[config.mk]
export PLATFORM = sky130hd
export DESIGN_NAME = watch_time_set_controller_unit_flat
export DESIGN_NICKNAME = d
export VERILOG_FILES = /design/src/sv/wtsc_pkg.sv /design/src/sv/wtsc_req_if.sv /design/src/sv/wtsc_res_if.sv /design/src/sv/watch_time_set_controller_unit.sv /design/src/sv/wtsc_core.sv /design/src/flat_wrapper.sv
export SDC_FILE = /design/constraint.sdc
export NUM_CORES = 1
export LEC_CHECK = 0
export BUFFER_PORTS_ARGS = -buffer_cell sky130_fd_sc_hd__buf_4
export CAP_MARGIN = 5
export CORE_MARGIN = 3
export CORE_UTILIZATION = 50
export CTS_BUF_LIST = sky130_fd_sc_hd__clkbuf_2
export CTS_CLUSTER_DIAMETER = 80
export DETAILED_ROUTE_END_ITERATION = 10
export MAX_ROUTING_LAYER = met4
export PLACE_DENSITY = 0.71
export SYNTH_ARGS = -nofsm -noshare
export SYNTH_HDL_FRONTEND = slang
export SYNTH_SLANG_ARGS = --single-unit
[constraint.sdc]
create_clock -name clk -period 7.88 [get_ports clk]
set_clock_uncertainty 0.1 [all_clocks]
set_input_delay 0 -clock clk [delete_from_list [all_inputs] [get_ports clk]]
set_output_delay 0 -clock clk [all_outputs]
set_load 0.05 [all_outputs]
[src/sv/wtsc_pkg.sv]
// shared types, codes and constants for the watch time-set controller
// no dependencies; used by every other file in this folder
package wtsc_pkg;

    localparam int TIMER_WIDTH = 20;
    localparam int CFG_WIDTH   = 20;
    localparam int CFG_IDX_W   = 2;
    localparam int HOURS_W     = 5;
    localparam int MINUTES_W   = 6;

    localparam logic [TIMER_WIDTH-1:0] TMR_MAX = {TIMER_WIDTH{1'b1}};

    localparam logic [HOURS_W-1:0]   HOURS_MAX   = HOURS_W'(23);
    localparam logic [MINUTES_W-1:0] MINUTES_MAX = MINUTES_W'(59);

    localparam logic [CFG_WIDTH-1:0] BLINK_RESET   = CFG_WIDTH'(500);
    localparam logic [CFG_WIDTH-1:0] TIMEOUT_RESET = CFG_WIDTH'(30000);
    localparam logic [CFG_WIDTH-1:0] CONFIRM_RESET = CFG_WIDTH'(2000);

    typedef enum logic [1:0] {
        MODE_NORMAL  = 2'd0,
        MODE_HOURS   = 2'd1,
        MODE_MINUTES = 2'd2,
        MODE_CONFIRM = 2'd3
    } mode_t;

    localparam logic [1:0] BTN_UP     = 2'd0;
    localparam logic [1:0] BTN_SELECT = 2'd1;
    localparam logic [1:0] BTN_DOWN   = 2'd2;

    localparam logic REQ_BUTTON = 1'b0;
    localparam logic REQ_TICK   = 1'b1;

    localparam logic [CFG_IDX_W-1:0] CFG_BLINK   = 2'd0;
    localparam logic [CFG_IDX_W-1:0] CFG_TIMEOUT = 2'd1;
    localparam logic [CFG_IDX_W-1:0] CFG_CONFIRM = 2'd2;

    typedef struct packed {
        logic [CFG_WIDTH-1:0] blink_ticks;
        logic [CFG_WIDTH-1:0] timeout_ticks;
        logic [CFG_WIDTH-1:0] confirm_ticks;
    } cfg_t;

    typedef struct packed {
        logic                 handled;
        mode_t                mode;
        logic [HOURS_W-1:0]   shown_hours;
        logic [MINUTES_W-1:0] shown_minutes;
        logic                 blank_hours;
        logic                 blank_minutes;
        logic                 clock_write;
        logic                 show_clock;
        logic                 redraw;
    } result_t;

endpackage

[src/sv/wtsc_req_if.sv]
// request channel: button events and timer ticks
// depends on wtsc_pkg
interface wtsc_req_if;
    logic                          valid;
    logic                          ready;
    logic                          req_type;
    logic [1:0]                    button;
    logic                          long_press;
    logic [wtsc_pkg::HOURS_W-1:0]   clock_hours;
    logic [wtsc_pkg::MINUTES_W-1:0] clock_minutes;

    modport source (
        output valid, req_type, button, long_press, clock_hours, clock_minutes,
        input  ready
    );
    modport sink (
        input  valid, req_type, button, long_press, clock_hours, clock_minutes,
        output ready
    );
endinterface

[src/sv/wtsc_res_if.sv]
// result channel: mode, working time and display/clock flags
// depends on wtsc_pkg
interface wtsc_res_if;
    logic                          valid;
    logic                          ready;
    logic                          handled;
    logic [1:0]                    mode;
    logic [wtsc_pkg::HOURS_W-1:0]   shown_hours;
    logic [wtsc_pkg::MINUTES_W-1:0] shown_minutes;
    logic                          blank_hours;
    logic                          blank_minutes;
    logic                          clock_write;
    logic                          show_clock;
    logic                          redraw;

    modport source (
        output valid, handled, mode, shown_hours, shown_minutes, blank_hours,
               blank_minutes, clock_write, show_clock, redraw,
        input  ready
    );
    modport sink (
        input  valid, handled, mode, shown_hours, shown_minutes, blank_hours,
               blank_minutes, clock_write, show_clock, redraw,
        output ready
    );
    modport monitor (
        input valid, ready, handled, mode, shown_hours, shown_minutes, blank_hours,
              blank_minutes, clock_write, show_clock, redraw
    );
endinterface

[src/sv/watch_time_set_controller_unit.sv]
// result: registered; valid rises in the cycle after a request transfer
// throughput: one request per cycle unless a result stalls; the slot refills as it drains
// the mode machine and tick counters update in one pass, so state is ready for the next item
// reset: asynchronous active-low; normal mode, working time and counters zero,
// thresholds back to 500, 30000 and 2000 ticks
module watch_time_set_controller_unit (
    input  logic                                clk,
    input  logic                                rst_n,
    wtsc_req_if.sink                            req,
    wtsc_res_if.source                          res,
    input  logic                                cfg_we,
    input  logic [wtsc_pkg::CFG_IDX_W-1:0]      cfg_index,
    input  logic [wtsc_pkg::CFG_WIDTH-1:0]      cfg_data
);

    // threshold registers
    wtsc_pkg::cfg_t    cfg_reg;

    // result register and its valid flag
    wtsc_pkg::result_t res_reg;
    logic              res_valid_reg;

    wtsc_pkg::result_t core_result;
    logic              req_xfer;

    // take a new request whenever the result slot is empty or draining this cycle
    assign req.ready = !res_valid_reg || res.ready;
    assign req_xfer  = req.valid && req.ready;

    // configuration writes; an index past the last register is ignored
    always_ff @(posedge clk or negedge rst_n)
    begin
        if (!rst_n)
        begin
            cfg_reg.blink_ticks   <= wtsc_pkg::BLINK_RESET;
            cfg_reg.timeout_ticks <= wtsc_pkg::TIMEOUT_RESET;
            cfg_reg.confirm_ticks <= wtsc_pkg::CONFIRM_RESET;
        end
        else if (cfg_we)
        begin
            case (cfg_index)
                wtsc_pkg::CFG_BLINK:   cfg_reg.blink_ticks   <= cfg_data;
                wtsc_pkg::CFG_TIMEOUT: cfg_reg.timeout_ticks <= cfg_data;
                wtsc_pkg::CFG_CONFIRM: cfg_reg.confirm_ticks <= cfg_data;
                default: ;
            endcase
        end
    end

    // mode machine; state advances only on a request transfer
    wtsc_core u_core (
        .clk           (clk),
        .rst_n         (rst_n),
        .step          (req_xfer),
        .req_type      (req.req_type),
        .button        (req.button),
        .long_press    (req.long_press),
        .clock_hours   (req.clock_hours),
        .clock_minutes (req.clock_minutes),
        .cfg           (cfg_reg),
        .result        (core_result)
    );

    // valid flag: set by a request transfer, cleared when the result is taken
    always_ff @(posedge clk or negedge rst_n)
    begin
        if (!rst_n)
        begin
            res_valid_reg <= 1'b0;
        end
        else if (req_xfer)
        begin
            res_valid_reg <= 1'b1;
        end
        else if (res.ready)
        begin
            res_valid_reg <= 1'b0;
        end
    end

    // result payload, no reset needed
    always_ff @(posedge clk)
    begin
        if (req_xfer)
        begin
            res_reg <= core_result;
        end
    end

    assign res.valid         = res_valid_reg;
    assign res.handled       = res_reg.handled;
    assign res.mode          = res_reg.mode;
    assign res.shown_hours   = res_reg.shown_hours;
    assign res.shown_minutes = res_reg.shown_minutes;
    assign res.blank_hours   = res_reg.blank_hours;
    assign res.blank_minutes = res_reg.blank_minutes;
    assign res.clock_write   = res_reg.clock_write;
    assign res.show_clock    = res_reg.show_clock;
    assign res.redraw        = res_reg.redraw;

endmodule

[src/sv/wtsc_core.sv]
// mode machine, working time and tick counters of the time-set controller
// depends on wtsc_pkg
module wtsc_core (
    input  logic                            clk,
    input  logic                            rst_n,
    input  logic                            step,
    input  logic                            req_type,
    input  logic [1:0]                      button,
    input  logic                            long_press,
    input  logic [wtsc_pkg::HOURS_W-1:0]    clock_hours,
    input  logic [wtsc_pkg::MINUTES_W-1:0]  clock_minutes,
    input  wtsc_pkg::cfg_t                  cfg,
    output wtsc_pkg::result_t               result
);

    wtsc_pkg::mode_t                   mode_reg, mode_next;
    logic [wtsc_pkg::HOURS_W-1:0]      hours_reg, hours_next;
    logic [wtsc_pkg::MINUTES_W-1:0]    minutes_reg, minutes_next;
    logic                              phase_reg, phase_next;
    logic [wtsc_pkg::TIMER_WIDTH-1:0]  blink_cnt_reg, blink_cnt_next;
    logic [wtsc_pkg::TIMER_WIDTH-1:0]  idle_cnt_reg, idle_cnt_next;
    logic [wtsc_pkg::TIMER_WIDTH-1:0]  hold_cnt_reg, hold_cnt_next;

    logic [wtsc_pkg::TIMER_WIDTH-1:0]  blink_inc, idle_inc, hold_inc;
    logic                              blink_fire, idle_fire, hold_fire;
    logic                              handled, wr, showc, redraw;

    // saturating increments and their threshold checks
    always_comb
    begin
        blink_inc = (blink_cnt_reg != wtsc_pkg::TMR_MAX) ? blink_cnt_reg + 1'b1
                                                          : blink_cnt_reg;
        idle_inc  = (idle_cnt_reg != wtsc_pkg::TMR_MAX) ? idle_cnt_reg + 1'b1
                                                         : idle_cnt_reg;
        hold_inc  = (hold_cnt_reg != wtsc_pkg::TMR_MAX) ? hold_cnt_reg + 1'b1
                                                         : hold_cnt_reg;
        blink_fire = (blink_inc >= cfg.blink_ticks)   || (blink_inc == wtsc_pkg::TMR_MAX);
        idle_fire  = (idle_inc  >= cfg.timeout_ticks) || (idle_inc  == wtsc_pkg::TMR_MAX);
        hold_fire  = (hold_inc  >= cfg.confirm_ticks) || (hold_inc  == wtsc_pkg::TMR_MAX);
    end

    always_comb
    begin
        mode_next      = mode_reg;
        hours_next     = hours_reg;
        minutes_next   = minutes_reg;
        phase_next     = phase_reg;
        blink_cnt_next = blink_cnt_reg;
        idle_cnt_next  = idle_cnt_reg;
        hold_cnt_next  = hold_cnt_reg;
        handled        = 1'b0;
        wr             = 1'b0;
        showc          = 1'b0;
        redraw         = 1'b0;

        if (req_type == wtsc_pkg::REQ_BUTTON)
        begin
            if (mode_reg == wtsc_pkg::MODE_NORMAL)
            begin
                if (button == wtsc_pkg::BTN_SELECT && long_press)
                begin
                    hours_next     = (clock_hours > wtsc_pkg::HOURS_MAX) ?
                                     wtsc_pkg::HOURS_MAX : clock_hours;
                    minutes_next   = (clock_minutes > wtsc_pkg::MINUTES_MAX) ?
                                     wtsc_pkg::MINUTES_MAX : clock_minutes;
                    phase_next     = 1'b1;
                    blink_cnt_next = '0;
                    idle_cnt_next  = '0;
                    hold_cnt_next  = '0;
                    mode_next      = wtsc_pkg::MODE_HOURS;
                    handled        = 1'b1;
                    redraw         = 1'b1;
                end
            end
            else if (mode_reg == wtsc_pkg::MODE_CONFIRM || long_press)
            begin
                handled = 1'b1;
            end
            else
            begin
                // short press while editing; unused button code only restarts timeout and redraws with the field shown
                handled       = 1'b1;
                redraw        = 1'b1;
                idle_cnt_next = '0;
                phase_next    = 1'b1;
                if (mode_reg == wtsc_pkg::MODE_HOURS)
                begin
                    case (button)
                        wtsc_pkg::BTN_UP:
                            hours_next = (hours_reg >= wtsc_pkg::HOURS_MAX) ? '0
                                                                            : hours_reg + 1'b1;
                        wtsc_pkg::BTN_DOWN:
                            hours_next = (hours_reg == '0) ? wtsc_pkg::HOURS_MAX
                                                           : hours_reg - 1'b1;
                        wtsc_pkg::BTN_SELECT:
                            mode_next = wtsc_pkg::MODE_MINUTES;
                        default: ;
                    endcase
                end
                else
                begin
                    case (button)
                        wtsc_pkg::BTN_UP:
                            minutes_next = (minutes_reg >= wtsc_pkg::MINUTES_MAX) ? '0
                                                                    : minutes_reg + 1'b1;
                        wtsc_pkg::BTN_DOWN:
                            minutes_next = (minutes_reg == '0) ? wtsc_pkg::MINUTES_MAX
                                                               : minutes_reg - 1'b1;
                        wtsc_pkg::BTN_SELECT:
                        begin
                            wr            = 1'b1;
                            hold_cnt_next = '0;
                            mode_next     = wtsc_pkg::MODE_CONFIRM;
                        end
                        default: ;
                    endcase
                end
            end
        end
        else
        begin
            case (mode_reg)
                wtsc_pkg::MODE_HOURS, wtsc_pkg::MODE_MINUTES:
                begin
                    idle_cnt_next  = idle_inc;
                    blink_cnt_next = blink_inc;
                    if (idle_fire)
                    begin
                        mode_next = wtsc_pkg::MODE_NORMAL;
                        showc     = 1'b1;
                    end
                    else if (blink_fire)
                    begin
                        phase_next     = ~phase_reg;
                        blink_cnt_next = '0;
                        redraw         = 1'b1;
                    end
                end
                wtsc_pkg::MODE_CONFIRM:
                begin
                    hold_cnt_next = hold_inc;
                    if (hold_fire)
                    begin
                        mode_next = wtsc_pkg::MODE_NORMAL;
                        showc     = 1'b1;
                    end
                end
                default: ;
            endcase
        end

        result.handled       = handled;
        result.mode          = mode_next;
        result.shown_hours   = hours_next;
        result.shown_minutes = minutes_next;
        result.blank_hours   = (mode_next == wtsc_pkg::MODE_HOURS) && !phase_next;
        result.blank_minutes = (mode_next == wtsc_pkg::MODE_MINUTES) && !phase_next;
        result.clock_write   = wr;
        result.show_clock    = showc;
        result.redraw        = redraw;
    end

    always_ff @(posedge clk or negedge rst_n)
    begin
        if (!rst_n)
        begin
            mode_reg      <= wtsc_pkg::MODE_NORMAL;
            hours_reg     <= '0;
            minutes_reg   <= '0;
            phase_reg     <= 1'b0;
            blink_cnt_reg <= '0;
            idle_cnt_reg  <= '0;
            hold_cnt_reg  <= '0;
        end
        else if (step)
        begin
            mode_reg      <= mode_next;
            hours_reg     <= hours_next;
            minutes_reg   <= minutes_next;
            phase_reg     <= phase_next;
            blink_cnt_reg <= blink_cnt_next;
            idle_cnt_reg  <= idle_cnt_next;
            hold_cnt_reg  <= hold_cnt_next;
        end
    end

endmodule

[src/flat_wrapper.sv]
// flat-port wrapper written by rule: the top's interface ports become plain ports
module watch_time_set_controller_unit_flat 
  (clk, rst_n, cfg_we, cfg_index, cfg_data, req_valid, req_req_type, req_button, req_long_press, req_clock_hours, req_clock_minutes, req_ready, res_valid, res_handled, res_mode, res_shown_hours, res_shown_minutes, res_blank_hours, res_blank_minutes, res_clock_write, res_show_clock, res_redraw, res_ready);
  wtsc_req_if req_i ();
  wtsc_res_if res_i ();
  input  logic clk;
  input  logic rst_n;
  input  logic cfg_we;
  input  logic [wtsc_pkg::CFG_IDX_W-1:0] cfg_index;
  input  logic [wtsc_pkg::CFG_WIDTH-1:0] cfg_data;
  input wire logic [$bits(req_i.valid)-1:0] req_valid;
  input wire logic [$bits(req_i.req_type)-1:0] req_req_type;
  input wire logic [$bits(req_i.button)-1:0] req_button;
  input wire logic [$bits(req_i.long_press)-1:0] req_long_press;
  input wire logic [$bits(req_i.clock_hours)-1:0] req_clock_hours;
  input wire logic [$bits(req_i.clock_minutes)-1:0] req_clock_minutes;
  output wire logic [$bits(req_i.ready)-1:0] req_ready;
  output wire logic [$bits(res_i.valid)-1:0] res_valid;
  output wire logic [$bits(res_i.handled)-1:0] res_handled;
  output wire logic [$bits(res_i.mode)-1:0] res_mode;
  output wire logic [$bits(res_i.shown_hours)-1:0] res_shown_hours;
  output wire logic [$bits(res_i.shown_minutes)-1:0] res_shown_minutes;
  output wire logic [$bits(res_i.blank_hours)-1:0] res_blank_hours;
  output wire logic [$bits(res_i.blank_minutes)-1:0] res_blank_minutes;
  output wire logic [$bits(res_i.clock_write)-1:0] res_clock_write;
  output wire logic [$bits(res_i.show_clock)-1:0] res_show_clock;
  output wire logic [$bits(res_i.redraw)-1:0] res_redraw;
  input wire logic [$bits(res_i.ready)-1:0] res_ready;
  assign req_i.valid = req_valid;
  assign req_i.req_type = req_req_type;
  assign req_i.button = req_button;
  assign req_i.long_press = req_long_press;
  assign req_i.clock_hours = req_clock_hours;
  assign req_i.clock_minutes = req_clock_minutes;
  assign req_ready = req_i.ready;
  assign res_valid = res_i.valid;
  assign res_handled = res_i.handled;
  assign res_mode = res_i.mode;
  assign res_shown_hours = res_i.shown_hours;
  assign res_shown_minutes = res_i.shown_minutes;
  assign res_blank_hours = res_i.blank_hours;
  assign res_blank_minutes = res_i.blank_minutes;
  assign res_clock_write = res_i.clock_write;
  assign res_show_clock = res_i.show_clock;
  assign res_redraw = res_i.redraw;
  assign res_i.ready = res_ready;
  watch_time_set_controller_unit u_core (.clk(clk), .rst_n(rst_n), .req(req_i), .res(res_i), .cfg_we(cfg_we), .cfg_index(cfg_index), .cfg_data(cfg_data));
endmodule
==> results of run 1 <==
==> layout make-up <==
| class | instances | share of cell area (%) |
|---|---|---|
| Inverter | 85 | 2.631 |
| Clock inverter | 15 | 1.217 |
| Sequential cell | 154 | 32.75 |
| Tap cell | 265 | 2.734 |
| Multi-Input combinational cell | 837 | 46.73 |
| Antenna cell | 1 | 0.02063 |
| Timing Repair Buffer | 175 | 13.21 |
| Clock buffer | 17 | 0.7015 |
==> kinds of logic (layout without fill, tap and decap cells) <==
group,count (synthesis),in the layout
mux,53,53
other cells,0,1
simple gates,386,386
buf+inv,145,292
flops,154,154
xor+xnor,41,41
fa+ha+maj,72,72
compound gates,285,285
==> cell usage after synthesis, types with 21 or more instances <==
| cell | count |
|---|---|
| xnor2_1 | 26 |
| o21ai_0 | 77 |
| ha_1 | 71 |
| nand3_1 | 39 |
| dfrtp_1 | 116 |
| clkbuf_1 | 45 |
| nand2_1 | 141 |
| a21o_1 | 24 |
| mux2_2 | 47 |
| nor3_1 | 22 |
| nand4_1 | 21 |
| a21oi_1 | 56 |
| nor2_1 | 76 |
| inv_1 | 84 |
| a22o_1 | 45 |
==> tightest hold or removal path: stages <==
cell and delay, ps:
dlygate4sd3_1 510, dlygate4sd3_1 560, buf_6 150, buf_16 250
==> where the power goes <==
group          switching [mW]  total [mW]  internal [mW]
clock network           0.304       0.450          0.145
registers               0.145        1.10          0.953
logic                   0.512       0.912          0.399
==> routing by layer <==
layer  wire length, um  part of all wire, %  vias to the layer above
met3              1471                  5.5                       52
met2             11730                   44                      303
met5                 0                    0                        -
met1             12550                   47                     4245
met4               834                  3.1                        0
li1                  -                    -                     4335
==> per-stage QoR <==
stage,worst slack [ps],cells
2_1_floorplan,3627,1136
6_report,2610,1549
3_3_place_gp,2864,1409
3_5_place_dp,2652,1409
4_1_cts,2646,1548
5_1_grt,2088,1549
==> worst max path at each step <==
stage / end / slack (ps) / depth (start not counted)
2_1_floorplan: u_core.res.blank_minutes / 3630 / 18
3_3_place_gp: u_core.res.blank_minutes / 2860 / 18
3_5_place_dp: u_core.res.blank_minutes / 2650 / 18
4_1_cts: u_core.res.blank_minutes / 2650 / 18
5_1_grt: u_core.res.blank_minutes / 2090 / 18
6_report: u_core.res.blank_minutes / 2610 / 18
==> impl_metrics.tcl, run 1 <==
set metrics [dict create \
    outcome "finished clean" \
    hold_buffers 107 \
    htree_levels 4 \
    ff2ff_setup_slack_ps 2610 \
    yosysWarnings 0 \
    clk_pin_slew_ps 230 \
    gp_congestion 0.8988 \
    die_w_um 148.9 \
    period_needed_ps 5270 \
    slew_violations 0 \
    antenna_found_initial 1 \
    p_leak_nw 5.584 \
    period_share_pct 66.88 \
    synthCells 1136 \
    synth_compound_area_share_pct 18.46 \
    placed_area_um2 10810 \
    synth_edf_count 19 \
    grt_usage_pct 25.40 \
    design_area_um2 12130 \
    vias 8935 \
    rows 51 \
    area_growth_pct 18.83 \
    crit_chain "ha_1, nand3_1, nor3_2, nand2_1, nand3_1, nor2_1, and3_1, xor2_1, ha_1, a21o_1, a21o_1, a2111oi_0, o21ai_0, o21ai_0, o211ai_2, nor3_2, mux2i_1, and3b_1" \
    synth_seq_cells 154 \
    core-area_um2 19780 \
    end_kind "flop" \
    drive_above_1_share_pct 14.81 \
    r2r-end "u_core.res.blank_minutes" \
    slew_headroom_pct 23.51 \
    top_usage_layer "met2" \
    synth_nets 1249 \
    synth_fa_ha_area_share_pct 8.801 \
    final_net_count 1383 \
    max_freq_mhz 189.7 \
    die_area_um2 22170 \
    ant_nets 0 \
    whs_ps 199.8 \
    cap_violations 0 \
    multi_input_area_um2 5668 \
    routed_wl_mm 26.59 \
    critPathMaxFanout 13 \
    clk_latency_ps 750 \
    crit_buf_inv 0 \
    startpoint "u_core.u_core.idle_cnt_reg[0]" \
    cp.arrival_ps 5690 \
    grt_pass1_wl_mm 44.09 \
    p_total_mw 2.459 \
    crit_required_ps 8300 \
    critical-path-max-stage-delay_ps 510 \
    clockBufferDepth 2 \
    regArea_um2 3973 \
    synth_xor_area_share_pct 3.518 \
    cts_tree "done" \
    use_met1_pct 35.40 \
    synth_ff_type "dfrtp_1" \
    cts_root_buf "clkbuf_2" \
    synth_simple_gate_area_share_pct 18.89 \
    synth_top_cell_by_area "dfrtp_1" \
    setup_tns_ps 0 \
    rsz0062_at_grt "false" \
    clock_sinks 154 \
    worstReg2RegStart "u_core.u_core.idle_cnt_reg[0]" \
    power.density_nw_per_um2 202.8 \
    synth.top_cell.area_share_pct 28.44 \
    hold_violations 0 \
    grt_overflow 0 \
    finalSetupViolations 0 \
    synth.distinct_cells 72 \
    initial_core_util_pct 51.60 \
    syn-cell-area_um2 10210 \
    route.detailed.drc 0 \
    synth.area.top_cells "dfrtp_1 (28%), ha_1 (8.7%), edfxtp_1 (5.6%)" \
    use_met2_pct 37.70 \
    grt_pass1_vias 8531 \
    viasPerCell 5.768 \
    io_pins 63 \
    cts_resized 0 \
    io_buffers 62 \
    critPathKind "flop to flop" \
    layout_commonest_cell "nand2_1" \
    max-vdd-ir-drop_mv 0.1231 \
    fillCellCount 1764 \
    largest_register_ffs 60 \
    postCtsSetupRepairBufs 0 \
    critPathSlowestCell "dfrtp_1" \
    rr_worst_depth 18 \
    critPathLaunchType "flop" \
    cts_inserted_buffers 17 \
    gr-usage-met3_pct 4.011 \
    tightest_slew_ps 1144 \
    synth_top_family_by_area "simple AND/OR/NAND/NOR gates" \
    min_path_type "input pin to asynchronous set/reset pin" \
    drt_iter0_drc 601 \
    layout_common_cells "nand2_1 (141), dfrtp_1 (116), dlygate4sd3_1 (106), inv_1 (84), nor2_1 (76)" \
    async_reset_ff_share_pct 87.66 \
    synthMuxAreaShare_pct 5.773 \
    dr.pass1.iters 6 \
    syn_area_per_cell_um2 8.985 \
    crit_family "simple AND/OR/NAND/NOR gates" \
    ys_seq_area_share_pct 38.92 \
    grt_max_degree 83 \
    die_height_um 148.9 \
    wl_per_cell_um 17.16 \
    finish.utilization_pct 61.32 \
    dpl.hpwl_mm 18.38 \
]
Power figures use the tool's default switching activity.
==> run 2, diff against run 1 <==
--- a/config.mk
+++ b/config.mk
@@ -13,7 +13,7 @@
 export CTS_CLUSTER_DIAMETER = 80
 export DETAILED_ROUTE_END_ITERATION = 10
 export MAX_ROUTING_LAYER = met4
-export PLACE_DENSITY = 0.71
+export PLACE_DENSITY = 0.73
 export SYNTH_ARGS = -nofsm -noshare
 export SYNTH_HDL_FRONTEND = slang
 export SYNTH_SLANG_ARGS = --single-unit
==> constraint.sdc (replaced) <==
create_clock -name clk -period 4.5 [get_ports clk]
set_clock_uncertainty 0.1 [all_clocks]
set_input_delay 0 -clock clk [delete_from_list [all_inputs] [get_ports clk]]
set_output_delay 0 -clock clk [all_outputs]
set_load 0.05 [all_outputs]
==> run 2 against run 1 <==
Net effect: global-route usage is 0.58 points higher; flip-flop and latch count stayed put; setup slack worse by 2400 ps; highest routed layer unchanged; wire length is 5.3% higher; critical path type unchanged; sequential share of layout area is 1.3 points lower; cell count is 2.7% higher; cell area is 4.4% higher; count of clock-buffer cells in the layout is 3 higher; critical path depth is 1 lower.
==> impl_metrics.tcl, run 2 (synthesized netlist as in run 1, its figures left out) <==
set metrics [dict create \
    design_area_um2 12670 \
    vias 9236 \
    drt_iter0_drc 813 \
    slew_violations 0 \
    layout_common_cells "nand2_1 (141), dlygate4sd3_1 (117), dfrtp_1 (105), buf_4 (98), inv_1 (84)" \
    placed_area_um2 10980 \
    die_height_um 148.9 \
    min_path_type "input pin to flop" \
    largest_register_ffs 60 \
    routed_wl_mm 28.00 \
    core-area_um2 19780 \
    clock_sinks 154 \
    r2r-end "u_core.res.blank_minutes" \
    p_leak_nw 5.842 \
    max-vdd-ir-drop_mv 0.2198 \
    min_to "u_core.u_core.hours_reg[2]" \
    htree_levels 4 \
    p_total_mw 4.606 \
    viasPerCell 5.805 \
    clk_pin_slew_ps 250 \
    hold_violations 0 \
    initial_core_util_pct 51.60 \
    cts_root_buf "clkbuf_2" \
    tightest_slew_ps 1174 \
    dpl.hpwl_mm 19.09 \
    cp.arrival_ps 4730 \
    io_buffers 62 \
    worstHoldStart "req_req_type" \
    die_area_um2 22170 \
    whs_ps 201.3 \
    max_freq_mhz 232.9 \
    fillCellCount 1658 \
    grt_pass1_wl_mm 45.37 \
    wl_per_cell_um 17.60 \
    rr_worst_depth 17 \
    route.detailed.drc 0 \
    final_net_count 1425 \
    rows 51 \
    grt_usage_pct 25.98 \
    layout_commonest_cell "nand2_1" \
    whs_path_depth 5 \
    cts_tree "done" \
    ff2ff_setup_slack_ps 210 \
    period_share_pct 95.44 \
    gp_congestion 0.9176 \
    clockBufferDepth 2 \
    critPathLaunchType "flop" \
    crit_required_ps 4930 \
    power.density_nw_per_um2 363.7 \
    outcome "finished clean" \
    finish.utilization_pct 64.03 \
    grt_max_degree 90 \
    dr.pass1.iters 5 \
    period_needed_ps 4295 \
    die_w_um 148.9 \
    cts_inserted_buffers 17 \
    grt_pass1_vias 8790 \
    regArea_um2 3986 \
    slew_headroom_pct 21.45 \
    clk_latency_ps 760 \
    multi_input_area_um2 5771 \
    io_pins 63 \
    grt_overflow 0 \
    area_growth_pct 24.09 \
    setup_tns_ps 0 \
    worstReg2RegStart "u_core.u_core.blink_cnt_reg[1]" \
    drive_above_1_share_pct 18.72 \
    critPathMaxFanout 10 \
    critPathKind "flop to flop" \
    antenna_found_initial 1 \
    cap_violations 0 \
    finalSetupViolations 0 \
    ant_nets 0 \
    end_kind "flop" \
]
-- run 2: cell count changes in the layout (fill, tap and decap cells not counted), sizes merged --
cell / delta
buf: +31
dlygate4sd3: +11
bufinv: +4
clkbuf: +3
inv: -3
clkinv: -2
clkinvlp: -2
-- run 2: worst max-delay path, stage by stage, from the launching register on --
cell and delay (ps):
dfrtp_1 420, ha_2 320, and2_1 390, nand2_1 160
nor2_1 230, nand2_1 80, nand2_1 70, o31ai_1 110
ha_1 310, nand4_1 110, or4_1 560, a21oi_2 200
nor3_1 80, o21ai_1 170, a31oi_2 100, nor3_4 210
mux2i_1 240, and3b_1 190
-- run 2: report_power, final --
part           switching (mW)  internal [mW]  leakage, nW  total, mW
clock                   0.523          0.428        0.179      0.951
combinational           0.995          0.779         3.79       1.77
sequential              0.212           1.67         1.88       1.88
total                    1.73           2.88         5.84       4.61
-- run 2: through the flow --
step | worst slack (ps) | std cells
2_1_floorplan | 247.2 | 1136
3_3_place_gp | 152.5 | 1432
3_5_place_dp | 45.85 | 1432
4_1_cts | 38.91 | 1584
5_1_grt | -39.64 | 1591
6_report | 205.4 | 1591
-- run 2: how the worst max path moves through the flow --
stage                                          from                              end  cells after the start
floorplan             u_core.u_core.idle_cnt_reg[0]         u_core.res.blank_minutes                     18
global placement     u_core.u_core.blink_cnt_reg[0]         u_core.res.blank_minutes                     16
detailed placement  u_core.u_core.blink_cnt_reg[12]         u_core.res.blank_minutes                     15
CTS                  u_core.u_core.blink_cnt_reg[1]   u_core.u_core.blink_cnt_reg[1]                     16
global route         u_core.u_core.blink_cnt_reg[4]  u_core.u_core.blink_cnt_reg[11]                     17
finish               u_core.u_core.blink_cnt_reg[1]         u_core.res.blank_minutes                     17
-- run 2: area by class of cell --
cell class	instances	area share (%)
diodes	1	0.01976
clock buffers	20	0.7903
clock inverters	12	1.551
inverters	85	2.628
multi-input cells	837	45.56
flip-flops and latches	154	31.47
well taps	265	2.618
repair buffers	217	15.36
-- run 2: what timing repair did --
action	CTS	global route
gates cloned	0	0
setup buffers	2	6
hold endpoints to repair	264	0
hold buffers	118	0
pin swaps	0	4
gates resized for setup	1	35
endpoints found under the setup margin	21	28
-- run 2: per-layer routing --
metal | wire length [um] | global-route usage (%) | up-vias
met5 | 0 | - | -
met4 | 429 | 6.224 | 0
met3 | 1555 | 3.707 | 36
met2 | 12920 | 40.12 | 301
met1 | 13090 | 36.57 | 4479
li1 | - | - | 4420
